<file path="config.mk">
export PLATFORM = sky130hd
export DESIGN_NAME = rle8_bitmap_line_decoder_flat
export DESIGN_NICKNAME = d
export VERILOG_FILES = /design/src/rtl/rle8_pkg.sv /design/src/rtl/rle8_byte_if.sv /design/src/rtl/rle8_run_if.sv /design/src/rtl/rle8_bitmap_line_decoder.sv /design/src/flat_wrapper.sv
export SDC_FILE = /design/constraint.sdc
export NUM_CORES = 1
export LEC_CHECK = 0
export BUFFER_PORTS_ARGS = -buffer_cell sky130_fd_sc_hd__buf_2
export CAP_MARGIN = 15
export CORE_MARGIN = 4
export CORE_UTILIZATION = 55
export CTS_CLUSTER_SIZE = 12
export DETAILED_ROUTE_END_ITERATION = 6
export GPL_ROUTABILITY_DRIVEN = 0
export GPL_TIMING_DRIVEN = 0
export HOLD_SLACK_MARGIN = 0.06
export PLACE_DENSITY = 0.84
export SLEW_MARGIN = 20
export SYNTH_ARGS = -nofsm -noshare
export SYNTH_HDL_FRONTEND = slang
export SYNTH_SLANG_ARGS = --single-unit
</file>
<file path="constraint.sdc">
create_clock -name i_clk -period 5.85 [get_ports i_clk]
set_clock_uncertainty 0.1 [all_clocks]
set_input_delay 0.585 -clock i_clk [delete_from_list [all_inputs] [get_ports i_clk]]
set_output_delay 0.585 -clock i_clk [all_outputs]
set_load 0.1 [all_outputs]
</file>
<file path="src/rtl/rle8_pkg.sv">
// Shared types and constants for the RLE8 bitmap line decoder.
// No dependencies; used by the decoder.
package rle8_pkg;

    localparam logic [14:0] MAX_WIDTH = 15'd16384;

    localparam int PADDR_W = 3;

    // register index taken from paddr[2]
    typedef enum logic {
        REG_LINE_WIDTH = 1'b0,
        REG_LINE_COUNT = 1'b1
    } t_reg;

    typedef enum logic [2:0] {
        PH_TOKEN   = 3'd0,
        PH_FILL    = 3'd1,
        PH_ESCAPE  = 3'd2,
        PH_LITERAL = 3'd3,
        PH_PAD     = 3'd4,
        PH_IDLE    = 3'd5
    } t_phase;

    typedef enum logic [1:0] {
        K_PIXEL = 2'd0,
        K_LINE  = 2'd1,
        K_IMAGE = 2'd2,
        K_ERROR = 2'd3
    } t_kind;

    typedef enum logic [2:0] {
        E_NONE    = 3'd0,
        E_RUN     = 3'd1,
        E_LITERAL = 3'd2,
        E_DELTA   = 3'd3,
        E_SHORT   = 3'd4
    } t_err;

    // escape selector bytes
    localparam logic [7:0] ESC_EOL   = 8'd0;
    localparam logic [7:0] ESC_EOD   = 8'd1;
    localparam logic [7:0] ESC_DELTA = 8'd2;

    typedef struct packed {
        t_kind       kind;
        logic [7:0]  pixel_value;
        logic [7:0]  repeat_count;
        logic [13:0] column;
        logic [13:0] row;
        t_err        error_code;
    } t_result;

endpackage

</file>
<file path="src/rtl/rle8_byte_if.sv">
// Input channel: one compressed stream byte per beat.
// Depends on nothing; valid/ready handshake.
interface rle8_byte_if;
    logic       valid;
    logic       ready;
    logic [7:0] data_byte;
    logic       start_image;

    modport source (output valid, data_byte, start_image, input ready);
    modport sink   (input valid, data_byte, start_image, output ready);
endinterface

</file>
<file path="src/rtl/rle8_run_if.sv">
// Output channel: one decoded result per beat.
// Depends on nothing; valid/ready handshake.
interface rle8_run_if;
    logic        valid;
    logic        ready;
    logic [1:0]  kind;
    logic [7:0]  pixel_value;
    logic [7:0]  repeat_count;
    logic [13:0] column;
    logic [13:0] row;
    logic [2:0]  error_code;

    modport source (output valid, kind, pixel_value, repeat_count, column, row, error_code,
                    input ready);
    modport sink   (input valid, kind, pixel_value, repeat_count, column, row, error_code,
                    output ready);
endinterface

</file>
<file path="src/rtl/rle8_bitmap_line_decoder.sv">
// RLE8 bitmap line decoder: one compressed byte per cycle in, at most one result out.
// A result is valid the cycle after its byte is accepted (one result register).
// Throughput: one byte per cycle unless output stalls; one logic pass on the stream state.
// A waiting result does not block input unless it is still stalled when the next beat comes.
// Reset (synchronous, active low): line_width = line_count = 1, decoder waits for a token,
// output empty. Depends on rle8_pkg, rle8_byte_if, rle8_run_if.
module rle8_bitmap_line_decoder (
    input  logic                          i_clk,
    input  logic                          i_rst_n,
    rle8_byte_if.sink                     i_byte,
    rle8_run_if.source                    o_run,
    input  logic                          psel,
    input  logic                          penable,
    input  logic                          pwrite,
    input  logic [rle8_pkg::PADDR_W-1:0]  paddr,
    input  logic [31:0]                   pwdata,
    output logic [31:0]                   prdata,
    output logic                          pready
);
    import rle8_pkg::*;

    logic [14:0] r_line_width;
    logic [14:0] r_line_count;

    t_phase      r_phase, n_phase;
    logic [7:0]  r_pending, n_pending;
    logic [7:0]  r_lit_left, n_lit_left;
    logic        r_pad, n_pad;
    logic [14:0] r_pixels_left, n_pixels_left;
    logic [13:0] r_lines_done, n_lines_done;

    logic        r_out_valid;
    t_result     r_out;

    logic        res_valid;
    t_result     res;

    logic        in_fire;
    logic        cfg_wr;
    t_reg        cfg_sel;

    logic [14:0] eff_w;
    logic [14:0] eff_cnt;

    t_phase      cur_phase;
    logic [7:0]  cur_pending;
    logic [7:0]  cur_lit;
    logic        cur_pad;
    logic [14:0] cur_pleft;
    logic [13:0] cur_lines;

    logic [7:0]  b;
    logic        b_gt_left;
    logic        last_line;
    logic        close_bad;
    logic [14:0] fill_sub;

    // ---------------- configuration port ----------------
    assign pready  = 1'b1;
    assign cfg_sel = t_reg'(paddr[2]);
    assign cfg_wr  = psel && penable && pwrite && pready;

    always_ff @(posedge i_clk) begin
        if (!i_rst_n) begin
            r_line_width <= 15'd1;
            r_line_count <= 15'd1;
        end else if (cfg_wr) begin
            case (cfg_sel)
                REG_LINE_WIDTH: r_line_width <= pwdata[14:0];
                REG_LINE_COUNT: r_line_count <= pwdata[14:0];
                default: ;
            endcase
        end
    end

    always_comb begin
        case (cfg_sel)
            REG_LINE_WIDTH: prdata = {17'd0, r_line_width};
            REG_LINE_COUNT: prdata = {17'd0, r_line_count};
            default:        prdata = 32'd0;
        endcase
    end

    assign eff_w   = (r_line_width > MAX_WIDTH) ? MAX_WIDTH : r_line_width;
    assign eff_cnt = (r_line_count == 15'd0) ? 15'd1 : r_line_count;

    // ---------------- decode ----------------
    assign i_byte.ready = !r_out_valid || o_run.ready;
    assign in_fire      = i_byte.valid && i_byte.ready;
    assign b            = i_byte.data_byte;

    // start_image restarts the stream on this very byte
    always_comb begin
        if (i_byte.start_image) begin
            cur_phase   = PH_TOKEN;
            cur_pending = 8'd0;
            cur_lit     = 8'd0;
            cur_pad     = 1'b0;
            cur_pleft   = eff_w;
            cur_lines   = 14'd0;
        end else begin
            cur_phase   = r_phase;
            cur_pending = r_pending;
            cur_lit     = r_lit_left;
            cur_pad     = r_pad;
            cur_pleft   = r_pixels_left;
            cur_lines   = r_lines_done;
        end
    end

    assign b_gt_left = {7'd0, b} > cur_pleft;
    assign last_line = ({1'b0, cur_lines} + 15'd1) >= eff_cnt;
    // short line, or end of data with lines still to come
    assign close_bad = (cur_pleft != 15'd0) || ((b == ESC_EOD) && !last_line);
    assign fill_sub  = ({7'd0, cur_pending} <= cur_pleft) ? {7'd0, cur_pending} : cur_pleft;

    // next state
    always_comb begin
        n_phase       = cur_phase;
        n_pending     = cur_pending;
        n_lit_left    = cur_lit;
        n_pad         = cur_pad;
        n_pixels_left = cur_pleft;
        n_lines_done  = cur_lines;
        case (cur_phase)
            PH_TOKEN: begin
                if (b == 8'd0) begin
                    n_phase = PH_ESCAPE;
                end else if (b_gt_left) begin
                    n_phase = PH_IDLE;
                end else begin
                    n_pending = b;
                    n_phase   = PH_FILL;
                end
            end
            PH_FILL: begin
                n_pixels_left = cur_pleft - fill_sub;
                n_pending     = 8'd0;
                n_phase       = PH_TOKEN;
            end
            PH_ESCAPE: begin
                if (b == ESC_DELTA) begin
                    n_phase = PH_IDLE;
                end else if (b == ESC_EOL || b == ESC_EOD) begin
                    if (close_bad || last_line) begin
                        n_phase = PH_IDLE;
                    end else begin
                        n_lines_done  = cur_lines + 14'd1;
                        n_pixels_left = eff_w;
                        n_phase       = PH_TOKEN;
                    end
                end else if (b_gt_left) begin
                    n_phase = PH_IDLE;
                end else begin
                    n_lit_left = b;
                    n_pad      = b[0];
                    n_phase    = PH_LITERAL;
                end
            end
            PH_LITERAL: begin
                if (cur_pleft != 15'd0) n_pixels_left = cur_pleft - 15'd1;
                n_lit_left = cur_lit - 8'd1;
                if (cur_lit == 8'd1) n_phase = cur_pad ? PH_PAD : PH_TOKEN;
            end
            PH_PAD: begin
                n_pad   = 1'b0;
                n_phase = PH_TOKEN;
            end
            default: ;
        endcase
    end

    // result for this byte
    always_comb begin
        res_valid        = 1'b0;
        res.kind         = K_PIXEL;
        res.pixel_value  = 8'd0;
        res.repeat_count = 8'd0;
        res.column       = 14'(eff_w - cur_pleft);
        res.row          = 14'(eff_cnt - 15'd1 - {1'b0, cur_lines});
        res.error_code   = E_NONE;
        case (cur_phase)
            PH_TOKEN: begin
                if (b != 8'd0 && b_gt_left) begin
                    res_valid      = 1'b1;
                    res.kind       = K_ERROR;
                    res.error_code = E_RUN;
                end
            end
            PH_FILL: begin
                res_valid        = 1'b1;
                res.pixel_value  = b;
                res.repeat_count = cur_pending;
            end
            PH_ESCAPE: begin
                if (b == ESC_DELTA) begin
                    res_valid      = 1'b1;
                    res.kind       = K_ERROR;
                    res.error_code = E_DELTA;
                end else if (b == ESC_EOL || b == ESC_EOD) begin
                    res_valid = 1'b1;
                    if (close_bad) begin
                        res.kind       = K_ERROR;
                        res.error_code = E_SHORT;
                    end else begin
                        res.kind = last_line ? K_IMAGE : K_LINE;
                    end
                end else if (b_gt_left) begin
                    res_valid      = 1'b1;
                    res.kind       = K_ERROR;
                    res.error_code = E_LITERAL;
                end
            end
            PH_LITERAL: begin
                res_valid        = 1'b1;
                res.pixel_value  = b;
                res.repeat_count = 8'd1;
            end
            default: ;
        endcase
    end

    always_ff @(posedge i_clk) begin
        if (!i_rst_n) begin
            r_phase       <= PH_TOKEN;
            r_pending     <= 8'd0;
            r_lit_left    <= 8'd0;
            r_pad         <= 1'b0;
            r_pixels_left <= 15'd1;
            r_lines_done  <= 14'd0;
        end else if (in_fire) begin
            r_phase       <= n_phase;
            r_pending     <= n_pending;
            r_lit_left    <= n_lit_left;
            r_pad         <= n_pad;
            r_pixels_left <= n_pixels_left;
            r_lines_done  <= n_lines_done;
        end
    end

    // result register
    always_ff @(posedge i_clk) begin
        if (!i_rst_n) begin
            r_out_valid <= 1'b0;
        end else if (in_fire) begin
            r_out_valid <= res_valid;
        end else if (o_run.ready) begin
            r_out_valid <= 1'b0;
        end
    end

    always_ff @(posedge i_clk) begin
        if (in_fire && res_valid) begin
            r_out <= res;
        end
    end

    assign o_run.valid        = r_out_valid;
    assign o_run.kind         = r_out.kind;
    assign o_run.pixel_value  = r_out.pixel_value;
    assign o_run.repeat_count = r_out.repeat_count;
    assign o_run.column       = r_out.column;
    assign o_run.row          = r_out.row;
    assign o_run.error_code   = r_out.error_code;

    // ---------------- checks ----------------
    a_pleft_range: assert property (@(posedge i_clk) disable iff (!i_rst_n)
        r_pixels_left <= MAX_WIDTH)
        else $error("pixels_left beyond maximum width");

    a_err_code: assert property (@(posedge i_clk) disable iff (!i_rst_n)
        r_out_valid && (r_out.kind == K_ERROR) |-> (r_out.error_code != E_NONE))
        else $error("error beat without error code");

    a_pixel_rep: assert property (@(posedge i_clk) disable iff (!i_rst_n)
        r_out_valid && (r_out.kind == K_PIXEL) |-> (r_out.repeat_count != 8'd0))
        else $error("pixel beat with zero repeat");

    a_term_idle: assert property (@(posedge i_clk) disable iff (!i_rst_n)
        in_fire && res_valid && (res.kind == K_ERROR || res.kind == K_IMAGE)
        |=> (r_phase == PH_IDLE))
        else $error("decoder not idle after error or image end");

endmodule
</file>
<file path="src/flat_wrapper.sv">
// flat-port wrapper written by rule: the top's interface ports become plain ports
module rle8_bitmap_line_decoder_flat import rle8_pkg::*;
  (i_clk, i_rst_n, psel, penable, pwrite, paddr, pwdata, prdata, pready, i_byte_valid, i_byte_data_byte, i_byte_start_image, i_byte_ready, o_run_valid, o_run_kind, o_run_pixel_value, o_run_repeat_count, o_run_column, o_run_row, o_run_error_code, o_run_ready);
  rle8_byte_if i_byte_i ();
  rle8_run_if o_run_i ();
  input  logic i_clk;
  input  logic i_rst_n;
  input  logic psel;
  input  logic penable;
  input  logic pwrite;
  input  logic [rle8_pkg::PADDR_W-1:0] paddr;
  input  logic [31:0] pwdata;
  output logic [31:0] prdata;
  output logic pready;
  input wire logic [$bits(i_byte_i.valid)-1:0] i_byte_valid;
  input wire logic [$bits(i_byte_i.data_byte)-1:0] i_byte_data_byte;
  input wire logic [$bits(i_byte_i.start_image)-1:0] i_byte_start_image;
  output wire logic [$bits(i_byte_i.ready)-1:0] i_byte_ready;
  output wire logic [$bits(o_run_i.valid)-1:0] o_run_valid;
  output wire logic [$bits(o_run_i.kind)-1:0] o_run_kind;
  output wire logic [$bits(o_run_i.pixel_value)-1:0] o_run_pixel_value;
  output wire logic [$bits(o_run_i.repeat_count)-1:0] o_run_repeat_count;
  output wire logic [$bits(o_run_i.column)-1:0] o_run_column;
  output wire logic [$bits(o_run_i.row)-1:0] o_run_row;
  output wire logic [$bits(o_run_i.error_code)-1:0] o_run_error_code;
  input wire logic [$bits(o_run_i.ready)-1:0] o_run_ready;
  assign i_byte_i.valid = i_byte_valid;
  assign i_byte_i.data_byte = i_byte_data_byte;
  assign i_byte_i.start_image = i_byte_start_image;
  assign i_byte_ready = i_byte_i.ready;
  assign o_run_valid = o_run_i.valid;
  assign o_run_kind = o_run_i.kind;
  assign o_run_pixel_value = o_run_i.pixel_value;
  assign o_run_repeat_count = o_run_i.repeat_count;
  assign o_run_column = o_run_i.column;
  assign o_run_row = o_run_i.row;
  assign o_run_error_code = o_run_i.error_code;
  assign o_run_i.ready = o_run_ready;
  rle8_bitmap_line_decoder u_core (.i_clk(i_clk), .i_rst_n(i_rst_n), .i_byte(i_byte_i), .o_run(o_run_i), .psel(psel), .penable(penable), .pwrite(pwrite), .paddr(paddr), .pwdata(pwdata), .prdata(prdata), .pready(pready));
endmodule
</file>
==> impl_metrics.yaml, run 1 <==
setup_path:
  r2r_setup_slack_ns: 0.22
  cp-end-kind: "register"
  timing.critical_path.from_type: "input pin"
  r2r_start: "u_core.r_line_width[14]"
  worstPathMaxFanout: 10
  worstRegToRegCells: 17
  worstSetupPathType: "input pin to register"
  critical_path_arrival_ns: 6.08
  worstPathRequired_ns: 6.10
  r2r_end: "u_core.r_pixels_left[10]"
logic_synthesis:
  syn_area_mm2: 0.00967
  synth_ff_type: "sky130_fd_sc_hd__dfxtp_1"
  post_synth_main_area_contributors: "sky130_fd_sc_hd__dfxtp_1 17%, sky130_fd_sc_hd__edfxtp_1 15%, sky130_fd_sc_hd__ha_1 8.9%, sky130_fd_sc_hd__nand2_1 5.7%, sky130_fd_sc_hd__a21oi_1 5.4%"
  ys_seq_area_frac: 0.318
  syn_area_per_cell_um2: 8.18
  synthesis.instances: 1183
  ys_types: 79
  asyncSetResetFlopFracSynth: 0
  synth_enable_flop_cells: 49
  yosys.area.top_type: "sky130_fd_sc_hd__dfxtp_1"
  synth-seq-cells: 129
  netlist.area_leader.share: 0.166
  yosysWarnings: 0
status:
  status: "finished with violations"
  failing_checks: "design-rule violations"
floorplan:
  num_io_pins: 135
  floorplan.rows: 48
  die_area_mm2: 0.0198
  coreArea_mm2: 0.0173
  die_width_um: 141
  initial_core_utilization: 0.559
  die-height_um: 141
clocking:
  library_cell_used_as_clock_root_buffer: "sky130_fd_sc_hd__clkbuf_16"
  clock_path_buffers: 2
  insertion_delay_ns: 0.44
  number_of_buffers_created_by_cts: 17
  clock_net_sink_count: 129
  post_cts_hold_buffers: 0
  worst_setup_hold_path_clk_slew_ns: 0.06
  tritoncts_clock_tree: "built"
  cts-htree-levels: 4
detailed_routing:
  ant_nets: 0
  wl_mm: 32.2
  drc: 45
  first_drt_iteration_drcs: 1599
  drt_pre_antenna_iters: 7
  wire_per_inst_um: 20.7
  via_count: 10200
  routed_via_density: 6.58
timing:
  timing.final.crit_share: 0.996
  layout_min_cycle_time_ns: 5.83
  report.final.setup_viol: 0
  maxClockFrequency_ghz: 0.172
  setup_slack_ns: 0.0218
  worst_slew_pin_slew_ns: 0.919
  number_of_pins_with_negative_max_slew_slack_in_the_final_report: 0
  slew_headroom: 0.379
  final-hold-violation-count: 0
  fin_setup_tns_ns: 0
power:
  power.leakage_nw: 4.66
  largest_voltage_drop_on_the_vdd_net_mv: 0.244
  power_density_mw_per_mm2: 271
  design_power_total_w: 0.00305
global_routing:
  first_global_vias: 9477
  grt.total_usage: 0.314
  overflow: 0
  grt_first_pass_wirelength_mm: 49.4
  antenna_found_initial: 0
  grt_start_max_net_pins: 29
cells_and_area:
  antennaDiodeCount: 0
  flow.area_growth_from_synthesis_pct: 16.2
  fin_cells: 1556
  final_layout_size_suffix_gt1_frac: 0.162
  nets: 1441
  final.fill_count: 1418
placement:
  dpl_worst_slack_ns: -1.25
  portBuffers: 95
  place_hpwl_mm: 22.9
  cell_count_after_placement: 1520
worst_hold_path:
  worst_hold_startpoint: "pwdata[0]"
  hold_depth: 3
  hold_path_class: "input pin to register"
  hold_end: "u_core.r_line_width[0]"
run:
  maxCapViolCount: 0
placed cells by master, fill, tap and decap left out, types with 18 or more instances in the layout:
| cell | count |
|---|---|
| sky130_fd_sc_hd__conb_1 | 18 |
| sky130_fd_sc_hd__nor3_1 | 24 |
| sky130_fd_sc_hd__nor2_1 | 86 |
| sky130_fd_sc_hd__nand3_1 | 35 |
| sky130_fd_sc_hd__ha_1 | 69 |
| sky130_fd_sc_hd__clkbuf_16 | 19 |
| sky130_fd_sc_hd__buf_2 | 101 |
| sky130_fd_sc_hd__clkbuf_1 | 54 |
| sky130_fd_sc_hd__mux2_2 | 21 |
| sky130_fd_sc_hd__mux2i_1 | 21 |
| sky130_fd_sc_hd__nand2_1 | 148 |
| sky130_fd_sc_hd__inv_1 | 48 |
| sky130_fd_sc_hd__o21ai_0 | 70 |
| sky130_fd_sc_hd__edfxtp_1 | 49 |
| sky130_fd_sc_hd__a21oi_1 | 102 |
| sky130_fd_sc_hd__nor2b_1 | 32 |
| sky130_fd_sc_hd__buf_4 | 26 |
| sky130_fd_sc_hd__dfxtp_1 | 80 |
| sky130_fd_sc_hd__xnor2_1 | 38 |
critical path, cell delays in order:
cell and delay (ns):
sky130_fd_sc_hd__buf_2 0.13, sky130_fd_sc_hd__buf_2 0.22, sky130_fd_sc_hd__buf_2 0.25, sky130_fd_sc_hd__inv_2 0.17, sky130_fd_sc_hd__buf_4 0.24, sky130_fd_sc_hd__buf_4 0.24
sky130_fd_sc_hd__nand2_1 0.15, sky130_fd_sc_hd__inv_1 0.08, sky130_fd_sc_hd__ha_1 0.25, sky130_fd_sc_hd__nand4_1 0.23, sky130_fd_sc_hd__nor2_2 0.24, sky130_fd_sc_hd__and4_1 0.31
sky130_fd_sc_hd__and4_2 0.32, sky130_fd_sc_hd__and3_1 0.27, sky130_fd_sc_hd__and4_1 0.23, sky130_fd_sc_hd__ha_1 0.25, sky130_fd_sc_hd__nand4_1 0.10, sky130_fd_sc_hd__nor3_1 0.07
sky130_fd_sc_hd__o21a_1 0.11, sky130_fd_sc_hd__a311o_1 0.38, sky130_fd_sc_hd__nor4_4 0.37, sky130_fd_sc_hd__buf_4 0.21, sky130_fd_sc_hd__buf_4 0.13, sky130_fd_sc_hd__a41oi_1 0.12
sky130_fd_sc_hd__o211a_1 0.16, sky130_fd_sc_hd__a211oi_1 0.22
state kept, by name, summed over array words and instances (netlist names), 3 cells and up:
| name | cells |
|---|---|
| u_core.o_run.column | 14 |
| u_core.r_line_count | 15 |
| u_core.o_run.error_code | 3 |
| u_core.r_lit_left | 8 |
| u_core.r_phase | 3 |
| u_core.o_run.row | 14 |
| u_core.r_pending | 8 |
| u_core.r_lines_done | 14 |
| u_core.o_run.pixel_value | 8 |
| u_core.r_line_width | 15 |
| u_core.o_run.repeat_count | 8 |
| u_core.r_pixels_left | 15 |
report_power, final:
group	switching [W]	total [W]	internal, W
clock	0.000435	0.00116	0.000729
combinational	0.000630	0.000868	0.000238
sequential	0.0000242	0.00102	0.000994
cell usage after synthesis, types with 8 or more instances:
master,number
sky130_fd_sc_hd__nand3_1,35
sky130_fd_sc_hd__a21oi_1,104
sky130_fd_sc_hd__a31oi_1,13
sky130_fd_sc_hd__clkbuf_1,57
sky130_fd_sc_hd__nand2_1,148
sky130_fd_sc_hd__edfxtp_1,49
sky130_fd_sc_hd__ha_1,69
sky130_fd_sc_hd__and2_1,16
sky130_fd_sc_hd__mux2_2,21
sky130_fd_sc_hd__dfxtp_1,80
sky130_fd_sc_hd__o21a_1,15
sky130_fd_sc_hd__nor2_1,87
sky130_fd_sc_hd__a21o_1,15
sky130_fd_sc_hd__mux2i_1,22
sky130_fd_sc_hd__nor2b_1,32
sky130_fd_sc_hd__a31o_2,9
sky130_fd_sc_hd__nand2b_1,16
sky130_fd_sc_hd__xnor2_1,38
sky130_fd_sc_hd__inv_1,50
sky130_fd_sc_hd__o211ai_1,14
sky130_fd_sc_hd__nor3_1,25
sky130_fd_sc_hd__buf_4,19
sky130_fd_sc_hd__nand4_1,11
sky130_fd_sc_hd__nor4_1,9
sky130_fd_sc_hd__o21ai_0,72
sky130_fd_sc_hd__o31ai_1,8
sky130_fd_sc_hd__and3_1,10
how the worst max path moves through the flow:
stage	startpoint	endpoint	slack, ns	depth (start not counted)
after floorplan	i_byte_start_image	u_core.r_lines_done[11]	0.44	25
after global placement	i_byte_start_image	u_core.r_lines_done[1]	-1.18	24
after detailed placement	i_byte_start_image	u_core.r_lines_done[1]	-1.25	24
after CTS	i_byte_start_image	u_core.r_pixels_left[4]	0.008	26
after global routing	i_byte_start_image	u_core.r_lines_done[4]	-0.01	24
final	i_byte_start_image	u_core.r_pixels_left[7]	0.02	26
cell families after synthesis:
group / count (synthesis) / synth area share
and+or+nand+nor: 422 / 0.212
AOI/OAI and AO/OA: 332 / 0.222
buffers and inverters: 138 / 0.0639
DFF: 129 / 0.318
adders and majority gates: 72 / 0.0954
xor gates and xnor gates: 45 / 0.0407
muxes: 43 / 0.0472
other: 2 / 0.000776
per-layer routing:
| layer | vias up | routed length (um) | global-route usage |
|---|---|---|---|
| li1 | 4529 | - | - |
| met1 | 4646 | 12000 | 0.399 |
| met2 | 848 | 13400 | 0.468 |
| met3 | 223 | 4910 | 0.111 |
| met4 | 0 | 1900 | 0.168 |
| met5 | - | 0 | 0 |
through the flow:
step                hold slack, ns  utilization  instance area, um2
floorplan                    0.345            -                9730
global placement             0.363        0.607               10500
detailed placement           0.386        0.608               10500
CTS                          0.282        0.647               11200
global route                 0.297        0.650               11200
finish                       0.285        0.650               11200
final cells by class:
type,instances,area [um2],share of cell area
buffer,87,439,0.0391
clock buffer,24,534,0.0475
clock inverter,8,113,0.0100
inverter,50,188,0.0167
multi-input combinational,932,6080,0.541
sequential,129,3070,0.273
tap,225,282,0.0250
timing repair buffer,101,533,0.0474
what timing repair did:
action	in CTS	in global routing
pin swaps	1	3
gates cloned	0	0
resized for setup	6	15
endpoints found under the setup margin	33	32
buffers inserted	3	2
endpoints found under the hold margin	0	0
No activity file was read; power rests on OpenSTA's default activity.
==> inputs of run 2 (changes only) <==
--- a/config.mk
+++ b/config.mk
@@ -8,13 +8,12 @@
 export BUFFER_PORTS_ARGS = -buffer_cell sky130_fd_sc_hd__buf_2
 export CAP_MARGIN = 15
 export CORE_MARGIN = 4
-export CORE_UTILIZATION = 55
+export CORE_UTILIZATION = 40
 export CTS_CLUSTER_SIZE = 12
 export DETAILED_ROUTE_END_ITERATION = 6
 export GPL_ROUTABILITY_DRIVEN = 0
-export GPL_TIMING_DRIVEN = 0
 export HOLD_SLACK_MARGIN = 0.06
-export PLACE_DENSITY = 0.84
+export PLACE_DENSITY = 0.68
 export SLEW_MARGIN = 20
 export SYNTH_ARGS = -nofsm -noshare
 export SYNTH_HDL_FRONTEND = slang
==> constraint.sdc (replaced) <==
create_clock -name i_clk -period 5.05 [get_ports i_clk]
set_clock_uncertainty 0.1 [all_clocks]
set_input_delay 0.505 -clock i_clk [delete_from_list [all_inputs] [get_ports i_clk]]
set_output_delay 0.505 -clock i_clk [all_outputs]
set_load 0.1 [all_outputs]
==> run 2 against run 1 <==
Against the previous run:
- die area up 35%
- critical endpoint is now u_core.r_pixels_left[10]
- count of clock-buffer cells in the layout shrank 5
- sequential share of layout area fell by 0.21 points
- sequential power grew 16%
- final area increased by 0.78%
- the flow now finishes without violations
- critical path type is now register to register
- non-clock buffer count fell by 31
- largest power group unchanged
==> impl_metrics.yaml, run 2 (synthesis gave the netlist of run 1 again) <==
status:
  status: "finished, final reports clean"
cells_and_area:
  layout.cells.most_common_list: "147 x sky130_fd_sc_hd__nand2_1, 102 x sky130_fd_sc_hd__a21oi_1, 97 x sky130_fd_sc_hd__buf_2, 86 x sky130_fd_sc_hd__nor2_1, 80 x sky130_fd_sc_hd__dfxtp_1"
  nets: 1410
  antennaDiodeCount: 0
  flow.area_growth_from_synthesis_pct: 17.1
  layout.cells.most_common: "sky130_fd_sc_hd__nand2_1"
  top_regs: "u_core.r_line_count x15, u_core.r_line_width x15, u_core.r_pixels_left x15"
  final_layout_size_suffix_gt1_frac: 0.187
  fin_area_mm2: 0.0113
worst_hold_path:
  hold_path_class: "input pin to register"
  hold_depth: 3
placement:
  portBuffers: 97
  dpl_worst_slack_ns: 0.0817
  placed_area_mm2: 0.0107
  place_hpwl_mm: 22.0
detailed_routing:
  drt_pre_antenna_iters: 5
  drc: 0
  wl_mm: 29.9
  via_count: 9521
  wire_per_inst_um: 18.5
  routed_via_density: 5.88
  ant_nets: 0
  first_drt_iteration_drcs: 1090
setup_path:
  critical_path_arrival_ns: 5.08
  cp_slowest_stage_delay_ns: 0.59
  worstPathRequired_ns: 5.27
  worstSetupPathType: "register to register"
  worstRegToRegCells: 20
  worstPathBufferInverterCount: 1
  worstPathMaxFanout: 4
  crit_family: "compound AO/OA/AOI/OAI gates"
  timing.critical_path.from_type: "register"
  crit_path_top_delay_cell: "sky130_fd_sc_hd__or4_1"
  cp-end-kind: "register"
  path_common_cell: "sky130_fd_sc_hd__o21ai_0"
  path_depth: 20
  critical_path.cell_chain: "or4_1 -> a211oi_2 -> nand2_2 -> ha_1 -> a21oi_1 -> o21ai_0 -> nand3_1 -> a211o_1 -> mux2i_1 -> ha_1 -> fa_1 -> nand2b_1 -> a21oi_2 -> nor3b_2 -> o21ai_0 -> buf_4 -> xnor2_1 -> o21ai_0 -> a221oi_2 -> a21oi_1"
floorplan:
  die-height_um: 164
  die_area_mm2: 0.0267
  floorplan.rows: 56
  die_width_um: 164
  initial_core_utilization: 0.410
  coreArea_mm2: 0.0236
  num_io_pins: 135
timing:
  layout_min_cycle_time_ns: 4.86
  fin_setup_tns_ns: 0
  timing.final.crit_share: 0.963
  maxClockFrequency_ghz: 0.206
  worst_hold_slack_ns: 0.210
  setup_slack_ns: 0.186
  report.final.setup_viol: 0
  worst_slew_pin_slew_ns: 1.19
  slew_headroom: 0.199
  final-hold-violation-count: 0
  number_of_pins_with_negative_max_slew_slack_in_the_final_report: 0
global_routing:
  grt_start_max_net_pins: 50
  antenna_found_initial: 0
  overflow: 0
  grt_first_pass_wirelength_mm: 47.5
  grt.total_usage: 0.223
  first_global_vias: 8913
clocking:
  library_cell_used_as_clock_root_buffer: "sky130_fd_sc_hd__clkbuf_16"
  number_of_buffers_created_by_cts: 17
  clock_path_buffers: 2
  insertion_delay_ns: 0.44
  cts-htree-levels: 4
  worst_setup_hold_path_clk_slew_ns: 0.07
  cts.repair_timing.setup_buffer_count: 0
  tritoncts_clock_tree: "built"
  clock_net_sink_count: 129
power:
  power.leakage_nw: 4.70
  power_density_mw_per_mm2: 308
  largest_voltage_drop_on_the_vdd_net_mv: 0.176
  design_power_total_w: 0.00348
run:
  maxCapViolCount: 0
[run 2: final timing paths]
kind | start | slack, ns | to
setup / recovery | u_core.r_line_width[1] | 0.19 | u_core.r_pixels_left[10]
hold / removal | pwdata[9] | 0.21 | u_core.r_line_width[9]
setup reg to reg | u_core.r_line_width[1] | 0.19 | u_core.r_pixels_left[10]
hold reg to reg | u_core.r_lines_done[1] | 0.38 | u_core.r_lines_done[1]
[run 2: per-layer routing]
metal | GRT usage | vias up | part of all wire
met1 | 0.305 | 4477 | 0.42
met2 | 0.351 | 486 | 0.46
met5 | 0 | - | 0
li1 | - | 4466 | -
met4 | 0.0911 | 0 | 0.036
met3 | 0.0379 | 92 | 0.087
[run 2: what timing repair did]
action	in CTS	in global routing
setup endpoints to repair	1	58
pin swaps	0	1
gates resized for setup	2	10
hold buffers	0	0
[run 2: power by group]
part           internal [W]  total, W  leakage, nW  switching, W
clock network      0.000791   0.00131        0.301      0.000517
registers           0.00115   0.00118         1.11     0.0000273
logic              0.000292  0.000997         3.29      0.000705
total               0.00223   0.00348         4.70       0.00125
[run 2: cell type report]
type	instances	area, um2
fill	2288	12300
multi-input combinational	932	6090
sequential	129	3070
timing repair buffer	157	961
clock buffer	19	475
tap	319	399
inverter	50	190
clock inverter	13	144
[run 2: through the flow]
stage,utilization,std cells
6_report,0.480,1619
5_1_grt,0.480,1619
4_1_cts,0.478,1619
3_5_place_dp,0.452,1587
3_3_place_gp,0.452,1587
2_1_floorplan,-,1199
[run 2: worst reg2reg max path: cells and delay by family, from the launching register on]
family | cells | cell delay, ns
AOI/OAI and AO/OA | 9 | 1.78
and+or+nand+nor | 5 | 1.15
muxes | 1 | 0.13
DFF | 1 | 0.34
buffers and inverters | 1 | 0.17
adders and majority gates | 3 | 0.97
xor gates and xnor gates | 1 | 0.11
